**src/sv/rqf_pkg.sv**
```systemverilog
`timescale 1ns / 1ps
`default_nettype none
// ----------------------------------------------------------------------------
// rqf_pkg
// Shared types and constants of the radius query falloff unit.
// ----------------------------------------------------------------------------
package rqf_pkg;

    localparam int COORD_W  = 16;              // field width of positions
    localparam int EMIS_W   = 8;               // Q0.8 emission / strength
    localparam int D2_W     = 2 * COORD_W + 2; // squared distance, even width
    localparam int SQ_STEPS = D2_W / 2;        // root bits, one step each
    localparam int NUM_W    = EMIS_W + COORD_W;

    // configuration register indexes
    localparam logic [1:0] REG_CENTER_X = 2'd0;
    localparam logic [1:0] REG_CENTER_Y = 2'd1;
    localparam logic [1:0] REG_RADIUS   = 2'd2;
    localparam logic [1:0] REG_SENSE    = 2'd3;

    // sense codes for a single selected sense
    localparam logic [2:0] SENSE_VIS = 3'd1;
    localparam logic [2:0] SENSE_AUD = 3'd2;
    localparam logic [2:0] SENSE_SML = 3'd4;

    typedef enum logic [1:0] {
        CH_NONE,
        CH_VIS,
        CH_AUD,
        CH_SML
    } chan_t;

    typedef struct packed {
        logic [COORD_W-1:0] center_x;
        logic [COORD_W-1:0] center_y;
        logic [COORD_W-1:0] radius;
        logic [2:0]         sense;
    } cfg_t;

    // object data carried down the pipeline
    typedef struct packed {
        logic [2:0]         kind;
        logic [15:0]        ident;
        logic [COORD_W-1:0] pos_x;
        logic [COORD_W-1:0] pos_y;
        logic [EMIS_W-1:0]  emis;
        chan_t              chan;
    } obj_t;

    // square root working pair
    typedef struct packed {
        logic [D2_W-1:0] rem;
        logic [D2_W-1:0] root;
    } sq_t;

    // divider working set
    typedef struct packed {
        logic [NUM_W-1:0]  rem;
        logic [EMIS_W-1:0] quo;
        logic              zero_rad;
    } dv_t;

endpackage
`default_nettype wire

```
**src/sv/rqf_front.sv**
```systemverilog
`timescale 1ns / 1ps
`default_nettype none
// ----------------------------------------------------------------------------
// rqf_front
// Sense match, coordinate differences, squares and the radius test.
// Three register stages.
// ----------------------------------------------------------------------------
module rqf_front #(
    parameter int COORD_BITS = 16
) (
    input  wire                          aclk,
    input  wire                          aresetn,
    input  wire                          en,
    input  wire rqf_pkg::cfg_t           cfg,
    input  wire                          in_valid,
    input  wire rqf_pkg::obj_t           in_obj,
    input  wire [2:0]                    in_perc,
    output logic                         out_valid,
    output rqf_pkg::obj_t                out_obj,
    output logic [rqf_pkg::D2_W-1:0]     out_d2
);
    import rqf_pkg::*;

    localparam int CW = (COORD_BITS < COORD_W) ? COORD_BITS : COORD_W;
    localparam logic [COORD_W-1:0] CMASK = COORD_W'((33'(1) << CW) - 33'(1));

    logic [COORD_W-1:0] px, py, cx, cy, rad;
    obj_t               obj_in_m;

    logic               v0_reg, v1_reg, v2_reg;
    obj_t               o0_reg, o1_reg, o2_reg;
    logic [COORD_W-1:0] dx_reg, dy_reg, dx_next, dy_next;
    logic [2*COORD_W-1:0] dx2_reg, dy2_reg, r2_reg;
    logic [D2_W-1:0]    d2_reg;
    logic               keep_next;

    // coordinates taken modulo the coordinate width
    always_comb begin
        px  = in_obj.pos_x & CMASK;
        py  = in_obj.pos_y & CMASK;
        cx  = cfg.center_x & CMASK;
        cy  = cfg.center_y & CMASK;
        rad = cfg.radius & CMASK;
        obj_in_m       = in_obj;
        obj_in_m.pos_x = px;
        obj_in_m.pos_y = py;
        dx_next = (px >= cx) ? px - cx : cx - px;
        dy_next = (py >= cy) ? py - cy : cy - py;
    end

    // radius test on the squares
    assign keep_next = (dx2_reg <= r2_reg) && (dy2_reg <= r2_reg - dx2_reg);

    always_ff @(posedge aclk) begin
        if (!aresetn) begin
            v0_reg <= 1'b0;
            v1_reg <= 1'b0;
            v2_reg <= 1'b0;
        end else if (en) begin
            v0_reg <= in_valid && ((in_perc & cfg.sense) != 3'd0);
            v1_reg <= v0_reg;
            v2_reg <= v1_reg && keep_next;
        end
    end

    always_ff @(posedge aclk) begin
        if (en) begin
            o0_reg  <= obj_in_m;
            dx_reg  <= dx_next;
            dy_reg  <= dy_next;
            o1_reg  <= o0_reg;
            dx2_reg <= dx_reg * dx_reg;
            dy2_reg <= dy_reg * dy_reg;
            r2_reg  <= rad * rad;
            o2_reg  <= o1_reg;
            d2_reg  <= D2_W'(dx2_reg) + D2_W'(dy2_reg);
        end
    end

    assign out_valid = v2_reg;
    assign out_obj   = o2_reg;
    assign out_d2    = d2_reg;

endmodule
`default_nettype wire

```
**src/sv/rqf_sqrt_pipe.sv**
```systemverilog
`timescale 1ns / 1ps
`default_nettype none
// ----------------------------------------------------------------------------
// rqf_sqrt_pipe
// Pipelined digit-by-digit integer square root, four root bits per stage.
// ----------------------------------------------------------------------------
module rqf_sqrt_pipe (
    input  wire                          aclk,
    input  wire                          aresetn,
    input  wire                          en,
    input  wire                          in_valid,
    input  wire rqf_pkg::obj_t           in_obj,
    input  wire [rqf_pkg::D2_W-1:0]      in_d2,
    output logic                         out_valid,
    output rqf_pkg::obj_t                out_obj,
    output logic [rqf_pkg::COORD_W-1:0]  out_dist
);
    import rqf_pkg::*;

    localparam int SPS = 4;
    localparam int NST = (SQ_STEPS + SPS - 1) / SPS;

    logic v_reg   [NST];
    obj_t o_reg   [NST];
    sq_t  sq_reg  [NST];

    for (genvar g = 0; g < NST; g++) begin : g_st
        logic vin;
        obj_t oin;
        sq_t  sin;
        sq_t  sq_next;

        if (g == 0) begin : g_first
            assign vin = in_valid;
            assign oin = in_obj;
            assign sin = '{rem: in_d2, root: '0};
        end else begin : g_rest
            assign vin = v_reg[g-1];
            assign oin = o_reg[g-1];
            assign sin = sq_reg[g-1];
        end

        // up to four root bits, highest bit pair first
        always_comb begin
            logic [D2_W-1:0] bitv;
            logic [D2_W-1:0] trial;
            int              step;
            sq_next = sin;
            for (int i = 0; i < SPS; i++) begin
                step = g * SPS + i;
                if (step < SQ_STEPS) begin
                    bitv  = D2_W'(1) << (2 * (SQ_STEPS - 1 - step));
                    trial = sq_next.root + bitv;
                    if (sq_next.rem >= trial) begin
                        sq_next.rem  = sq_next.rem - trial;
                        sq_next.root = (sq_next.root >> 1) + bitv;
                    end else begin
                        sq_next.root = sq_next.root >> 1;
                    end
                end
            end
        end

        always_ff @(posedge aclk) begin
            if (!aresetn) begin
                v_reg[g] <= 1'b0;
            end else if (en) begin
                v_reg[g] <= vin;
            end
        end

        always_ff @(posedge aclk) begin
            if (en) begin
                o_reg[g]  <= oin;
                sq_reg[g] <= sq_next;
            end
        end
    end

    assign out_valid = v_reg[NST-1];
    assign out_obj   = o_reg[NST-1];
    // the root never exceeds the radius once the radius test passed
    assign out_dist  = sq_reg[NST-1].root[COORD_W-1:0];

endmodule
`default_nettype wire

```
**src/sv/rqf_div_pipe.sv**
```systemverilog
`timescale 1ns / 1ps
`default_nettype none
// ----------------------------------------------------------------------------
// rqf_div_pipe
// Falloff strength: emission * (radius - distance) / radius. One multiply
// stage, then a restoring divider with two quotient bits per stage.
// ----------------------------------------------------------------------------
module rqf_div_pipe #(
    parameter int COORD_BITS = 16
) (
    input  wire                          aclk,
    input  wire                          aresetn,
    input  wire                          en,
    input  wire rqf_pkg::cfg_t           cfg,
    input  wire                          in_valid,
    input  wire rqf_pkg::obj_t           in_obj,
    input  wire [rqf_pkg::COORD_W-1:0]   in_dist,
    output logic                         out_valid,
    output rqf_pkg::obj_t                out_obj,
    output logic [rqf_pkg::COORD_W-1:0]  out_dist,
    output logic [rqf_pkg::EMIS_W-1:0]   out_strength
);
    import rqf_pkg::*;

    localparam int CW = (COORD_BITS < COORD_W) ? COORD_BITS : COORD_W;
    localparam logic [COORD_W-1:0] CMASK = COORD_W'((33'(1) << CW) - 33'(1));
    localparam int SPS = 2;
    localparam int NST = EMIS_W / SPS;

    logic [COORD_W-1:0] rad;
    assign rad = cfg.radius & CMASK;

    // multiply stage
    logic               vm_reg;
    obj_t               om_reg;
    logic [COORD_W-1:0] dm_reg;
    dv_t                dvm_reg;

    always_ff @(posedge aclk) begin
        if (!aresetn) begin
            vm_reg <= 1'b0;
        end else if (en) begin
            vm_reg <= in_valid;
        end
    end

    always_ff @(posedge aclk) begin
        if (en) begin
            om_reg           <= in_obj;
            dm_reg           <= in_dist;
            dvm_reg.rem      <= in_obj.emis * (rad - in_dist);
            dvm_reg.quo      <= '0;
            dvm_reg.zero_rad <= (rad == '0);
        end
    end

    // divider stages
    logic               v_reg  [NST];
    obj_t               o_reg  [NST];
    logic [COORD_W-1:0] d_reg  [NST];
    dv_t                dv_reg [NST];

    for (genvar g = 0; g < NST; g++) begin : g_st
        logic               vin;
        obj_t               oin;
        logic [COORD_W-1:0] din;
        dv_t                dvin;
        dv_t                dv_next;

        if (g == 0) begin : g_first
            assign vin  = vm_reg;
            assign oin  = om_reg;
            assign din  = dm_reg;
            assign dvin = dvm_reg;
        end else begin : g_rest
            assign vin  = v_reg[g-1];
            assign oin  = o_reg[g-1];
            assign din  = d_reg[g-1];
            assign dvin = dv_reg[g-1];
        end

        // two restoring steps, highest quotient bit first
        always_comb begin
            logic [NUM_W-1:0] sub;
            int               k;
            dv_next = dvin;
            for (int i = 0; i < SPS; i++) begin
                k   = EMIS_W - 1 - (g * SPS + i);
                sub = NUM_W'(rad) << k;
                if (dv_next.rem >= sub) begin
                    dv_next.rem    = dv_next.rem - sub;
                    dv_next.quo[k] = 1'b1;
                end
            end
        end

        always_ff @(posedge aclk) begin
            if (!aresetn) begin
                v_reg[g] <= 1'b0;
            end else if (en) begin
                v_reg[g] <= vin;
            end
        end

        always_ff @(posedge aclk) begin
            if (en) begin
                o_reg[g]  <= oin;
                d_reg[g]  <= din;
                dv_reg[g] <= dv_next;
            end
        end
    end

    assign out_valid    = v_reg[NST-1];
    assign out_obj      = o_reg[NST-1];
    assign out_dist     = d_reg[NST-1];
    // zero radius: no falloff
    assign out_strength = dv_reg[NST-1].zero_rad ? o_reg[NST-1].emis : dv_reg[NST-1].quo;

endmodule
`default_nettype wire

```
**src/sv/radius_query_falloff_unit.sv**
```systemverilog
`timescale 1ns / 1ps
`default_nettype none
// ----------------------------------------------------------------------------
// radius_query_falloff_unit
// Fixed-radius neighbor query with linear strength falloff.
// ----------------------------------------------------------------------------
// Objects enter on the s_ stream, one item per cycle while s_tready is high.
// An object inside the query circle whose perceivable mask meets the sense
// mask leaves on the m_ stream with its distance floor(sqrt(d2)) and the
// falloff strength on the channel of the selected sense; others are dropped.
// Registers are written on cfg_we with cfg_addr / cfg_wdata: 0 center_x,
// 1 center_y, 2 radius, 3 sense. Write them only while the block is idle.
// The stages are 3 of difference, square and radius test, 5 of square
// root at four root bits each, one multiply stage and 4 divider stages at
// two quotient bits each. Throughput is one item per cycle while the
// receiver does not stall. When the receiver stalls the whole pipeline
// holds and s_tready drops; nothing is lost. Synchronous reset empties the
// pipeline and loads center 0, radius 1 and sense visible.
// ----------------------------------------------------------------------------
module radius_query_falloff_unit #(
    parameter int COORD_BITS = 16
) (
    input  wire         aclk,
    input  wire         aresetn,
    // configuration write port
    input  wire         cfg_we,
    input  wire [1:0]   cfg_addr,
    input  wire [15:0]  cfg_wdata,
    // input stream
    input  wire         s_tvalid,
    output logic        s_tready,
    // kind[2:0] ident[18:3] pos_x[34:19] pos_y[50:35] perceivable[53:51]
    // vis_emis[61:54] aud_emis[69:62] sml_emis[77:70]
    input  wire [79:0]  s_tdata,
    // result stream
    output logic        m_tvalid,
    input  wire         m_tready,
    // out_kind[2:0] out_ident[18:3] out_pos_x[34:19] out_pos_y[50:35]
    // distance[66:51] vis_str[74:67] aud_str[82:75] sml_str[90:83]
    output logic [95:0] m_tdata
);
    import rqf_pkg::*;

    cfg_t cfg_reg;
    logic en;

    // configuration registers
    always_ff @(posedge aclk) begin
        if (!aresetn) begin
            cfg_reg.center_x <= '0;
            cfg_reg.center_y <= '0;
            cfg_reg.radius   <= COORD_W'(1);
            cfg_reg.sense    <= SENSE_VIS;
        end else if (cfg_we) begin
            unique case (cfg_addr)
                REG_CENTER_X: cfg_reg.center_x <= cfg_wdata;
                REG_CENTER_Y: cfg_reg.center_y <= cfg_wdata;
                REG_RADIUS:   cfg_reg.radius   <= cfg_wdata;
                REG_SENSE:    cfg_reg.sense    <= cfg_wdata[2:0];
            endcase
        end
    end

    // pipeline advances while the output slot is empty or being taken
    assign en       = !m_tvalid || m_tready;
    assign s_tready = en;

    // unpack the input item and pick the emission of the selected sense
    obj_t in_obj;
    always_comb begin
        in_obj.kind  = s_tdata[2:0];
        in_obj.ident = s_tdata[18:3];
        in_obj.pos_x = s_tdata[34:19];
        in_obj.pos_y = s_tdata[50:35];
        unique case (cfg_reg.sense)
            SENSE_VIS: begin
                in_obj.chan = CH_VIS;
                in_obj.emis = s_tdata[61:54];
            end
            SENSE_AUD: begin
                in_obj.chan = CH_AUD;
                in_obj.emis = s_tdata[69:62];
            end
            SENSE_SML: begin
                in_obj.chan = CH_SML;
                in_obj.emis = s_tdata[77:70];
            end
            default: begin
                in_obj.chan = CH_NONE;
                in_obj.emis = '0;
            end
        endcase
    end

    logic               f_valid, q_valid, d_valid;
    obj_t               f_obj, q_obj, d_obj;
    logic [D2_W-1:0]    f_d2;
    logic [COORD_W-1:0] q_dist, d_dist;
    logic [EMIS_W-1:0]  d_str;

    rqf_front #(.COORD_BITS(COORD_BITS)) u_front (
        .aclk      (aclk),
        .aresetn   (aresetn),
        .en        (en),
        .cfg       (cfg_reg),
        .in_valid  (s_tvalid),
        .in_obj    (in_obj),
        .in_perc   (s_tdata[53:51]),
        .out_valid (f_valid),
        .out_obj   (f_obj),
        .out_d2    (f_d2)
    );

    rqf_sqrt_pipe u_sqrt (
        .aclk      (aclk),
        .aresetn   (aresetn),
        .en        (en),
        .in_valid  (f_valid),
        .in_obj    (f_obj),
        .in_d2     (f_d2),
        .out_valid (q_valid),
        .out_obj   (q_obj),
        .out_dist  (q_dist)
    );

    rqf_div_pipe #(.COORD_BITS(COORD_BITS)) u_div (
        .aclk         (aclk),
        .aresetn      (aresetn),
        .en           (en),
        .cfg          (cfg_reg),
        .in_valid     (q_valid),
        .in_obj       (q_obj),
        .in_dist      (q_dist),
        .out_valid    (d_valid),
        .out_obj      (d_obj),
        .out_dist     (d_dist),
        .out_strength (d_str)
    );

    // pack the result item
    logic [EMIS_W-1:0] vis_s, aud_s, sml_s;
    assign vis_s = (d_obj.chan == CH_VIS) ? d_str : '0;
    assign aud_s = (d_obj.chan == CH_AUD) ? d_str : '0;
    assign sml_s = (d_obj.chan == CH_SML) ? d_str : '0;

    assign m_tvalid = d_valid;
    assign m_tdata  = {5'd0, sml_s, aud_s, vis_s, d_dist,
                       d_obj.pos_y, d_obj.pos_x, d_obj.ident, d_obj.kind};

    // at most one strength channel carries a value
    a_one_channel: assert property (@(posedge aclk) disable iff (!aresetn)
        m_tvalid |-> ($countones({vis_s != '0, aud_s != '0, sml_s != '0}) <= 1))
        else $error("more than one strength channel nonzero");

    // a reported object lies within the radius
    a_in_radius: assert property (@(posedge aclk) disable iff (!aresetn)
        m_tvalid |-> (d_dist <= cfg_reg.radius))
        else $error("reported distance beyond radius");

    // strength never exceeds the emission
    a_str_bound: assert property (@(posedge aclk) disable iff (!aresetn)
        m_tvalid |-> (d_str <= d_obj.emis))
        else $error("strength above emission");

    // reset empties the pipeline
    a_reset_empty: assert property (@(posedge aclk)
        !aresetn |=> !m_tvalid)
        else $error("result valid after reset");

endmodule
`default_nettype wire

```
**config.mk**
```make
export PLATFORM = sky130hd
export DESIGN_NAME = radius_query_falloff_unit
export DESIGN_NICKNAME = d
export VERILOG_FILES = /design/src/sv/rqf_pkg.sv /design/src/sv/rqf_front.sv /design/src/sv/rqf_sqrt_pipe.sv /design/src/sv/rqf_div_pipe.sv /design/src/sv/radius_query_falloff_unit.sv
export SDC_FILE = /design/constraint.sdc
export NUM_CORES = 2
export LEC_CHECK = 0
export BUFFER_PORTS_ARGS = -buffer_cell sky130_fd_sc_hd__buf_4
export CELL_PAD_IN_SITES_DETAIL_PLACEMENT = 0
export CELL_PAD_IN_SITES_GLOBAL_PLACEMENT = 2
export CORE_MARGIN = 2
export CORE_UTILIZATION = 37
export CTS_CLUSTER_SIZE = 30
export DETAILED_ROUTE_END_ITERATION = 7
export GPL_TIMING_DRIVEN = 0
export PLACE_DENSITY_LB_ADDON = 0.2
export SETUP_SLACK_MARGIN = 0.2
export SKIP_LAST_GASP = 1
export SYNTH_ARGS = -nofsm -noshare
export SYNTH_HDL_FRONTEND = slang
export SYNTH_HIERARCHICAL = 1
export SYNTH_SLANG_ARGS = --single-unit
```
**constraint.sdc**
```tcl
create_clock -name aclk -period 43.6 [get_ports aclk]
set_input_delay 2.18 -clock aclk [delete_from_list [all_inputs] [get_ports aclk]]
set_output_delay 2.18 -clock aclk [all_outputs]
set_load 0.01 [all_outputs]
```
==> impl_metrics.py <==
metrics = {
    "sta": {
        "finalHoldViolations": 0,
        "finalMaxSlewViolations": 0,
        "rsz0062_at_grt": "no",
        "fmax_mhz": 62.6,
        "skew_ns": 0.0587,
        "worst_slack_ns": 27.62,
        "fin_crit_ns": 15.98,
        "post-route-period-util_pct": 36.6,
        "max_slew_margin_pct": 26.2,
        "tns_ns": 0,
        "finalSetupViolations": 0,
        "worst_pin_slew_ns": 1.11,
    },
    "synthesis": {
        "yosysWarnings": 6,
        "synth_ff_type": "edfxtp_1",
        "seq_area_frac_synth_pct": 42.3,
        "synth_edf_count": 1351,
        "yosys_register_bits": 1408,
        "synthCells": 8893,
        "synthArstFlopShare_pct": 0,
        "avgSynthCellArea_um2": 11.1,
        "synth_area_um2": 98500,
        "yosysUniqueCellTypes": 131,
    },
    "route": {
        "via_per_inst": 5.05,
        "remaining_drc_errors": 0,
        "firstDrtPassIters": 7,
        "wl_per_cell_um": 19.5,
        "drtIter0Drc": 4055,
        "ant_nets": 0,
        "vias": 65310,
        "drt-total-wl_mm": 252,
    },
    "placed_design": {
        "numPortBuffers": 193,
        "hpwl_mm": 201,
        "placed_area_um2": 105000,
        "gp_congestion": 0.874,
        "dp_slack_ns": 27.85,
    },
    "layout": {
        "nets": 10819,
        "final_util_pct": 41.5,
        "final_common_cell": "edfxtp_1",
        "design_area_um2": 110000,
        "syn_to_final_growth_pct": 11.8,
        "drive_gt1_share_pct": 7.63,
        "largest_reg_flops": 305,
        "fill_cells": 25319,
        "final_cell_mix": "edfxtp_1, inv_1, ha_1, nand2_1, fa_1",
    },
    "clocking": {
        "clockBufferDepth": 4,
        "post_cts_buffers": 0,
        "numCtsBuffers": 165,
        "root_buffer": "clkbuf_16",
        "holdBufCountCts": 0,
        "clk_latency_ns": 0.84,
        "cts_max_level": 4,
        "cts_sinks": 1408,
        "cts.clk_slew.worst_paths_ns": 0.06,
        "post_cts_resized": 0,
        "cts_tree": "yes",
    },
    "die": {
        "start_util_pct": 37.2,
        "core-area_um2": 265000,
        "die_area_um2": 270000,
        "rows": 189,
        "die_h_um": 520,
        "die_w_um": 520,
        "io_pins": 201,
    },
    "worst_setup_path": {
        "slowest_delay_ns": 0.61,
        "crit_arrival_ns": 16.48,
        "cp_max_fo": 12,
        "crit_type": "reg -> reg",
        "crit_family": "compound AO/OA/AOI/OAI gates",
        "path_buf_inv": 14,
        "slowest_stage": "buf_1",
        "required_ns": 44.10,
        "worst_setup_path_start_kind": "flop",
        "critical_path.most_common_cell": "a21o_1",
        "end_kind": "flop",
    },
    "flow_run": {
        "drv_cap": 0,
    },
    "worst_hold_path": {
        "hold_class": "reg -> reg",
    },
    "grt": {
        "grt-ovfl-total": 0,
        "grt_pass1_vias": 66703,
        "grt_use_total_pct": 18.5,
        "grt_max_degree": 79,
        "grt_pass1_wl_mm": 391,
        "antenna_found_initial": 17,
    },
    "status": {
        "status": "completed",
    },
}
[per-stage QoR]
stage / cells / hold slack, ns
after floorplan: 8897 / 0.400
after detailed placement: 12644 / 0.405
final: 12938 / 0.375
after global placement: 12623 / 0.400
after global routing: 12933 / 0.366
after CTS: 12932 / 0.365
[kinds of logic after synthesis]
family / after synthesis / synth area share (%)
compound gates: 1644 / 10.9
xor+xnor: 529 / 4.71
fa+ha+maj: 1438 / 22.9
buf+inv: 1447 / 5.69
flops: 1408 / 42.3
mux: 178 / 1.91
other cells: 2 / 0.00762
simple gates: 2247 / 11.5
[worst register-to-register path: cells and delay by family, from the launching register on]
family,cells,cell delay (ns)
adder cells (fa/ha/maj),4,1.28
multiplexers,1,0.38
AND/OR/NAND/NOR,14,3.60
buffers and inverters,14,3.52
flip-flops,1,0.59
AO/OA/AOI/OAI,25,6.29
[path summary, 6_finish.rpt]
path / slack [ns] / depth (start not counted) / to / from
worst max-delay path: 27.62 / 58 / u_sqrt/sq_reg[0][257] / u_sqrt/sq_reg[0][148]
worst max register to register: 27.62 / 58 / u_sqrt/sq_reg[0][257] / u_sqrt/sq_reg[0][148]
worst min register to register: 0.38 / 0 / u_sqrt/o_reg[0][155] / u_sqrt/o_reg[0][94]
worst min-delay path: 0.38 / 0 / u_sqrt/o_reg[0][155] / u_sqrt/o_reg[0][94]
[layout make-up]
class                      instances  area, µm²  area share (%)
sequential                      1408      41700            37.9
antenna                            6       15.0          0.0136
clock buffer                     196       4310            3.91
clock inverter                    92        830           0.753
multi-input combinational       6042      51200            46.5
buffer                           214        973           0.884
inverter                        1233       4630            4.20
tap                             3533       4420            4.01
timing repair buffer             214       2020            1.83
[synth_stat cells, drive strengths merged (132+ instances only)]
library cell / n / area share, %
xor2: 172 / 1.5
ha: 830 / 11
nor3: 136 / 0.70
nor2: 471 / 1.8
edfxtp: 1351 / 41
and2: 265 / 1.7
a21o: 197 / 1.5
inv: 1232 / 4.7
fa: 608 / 12
nand3: 132 / 0.68
xnor2: 357 / 3.2
clkbuf: 144 / 0.55
a21oi: 545 / 2.8
nand2: 644 / 2.5
o21ai: 314 / 1.6
[routing by layer]
layer	up-vias	share of wire [%]	global-route usage, %
met5	-	0	0
met4	0	2.0	4.09
met3	249	3.8	2.31
met2	1097	47	30.3
met1	32131	48	26.2
li1	31833	-	-
Power is not shown: default switching activity piles up to over one toggle a cycle in this logic, so the estimate is an artifact.
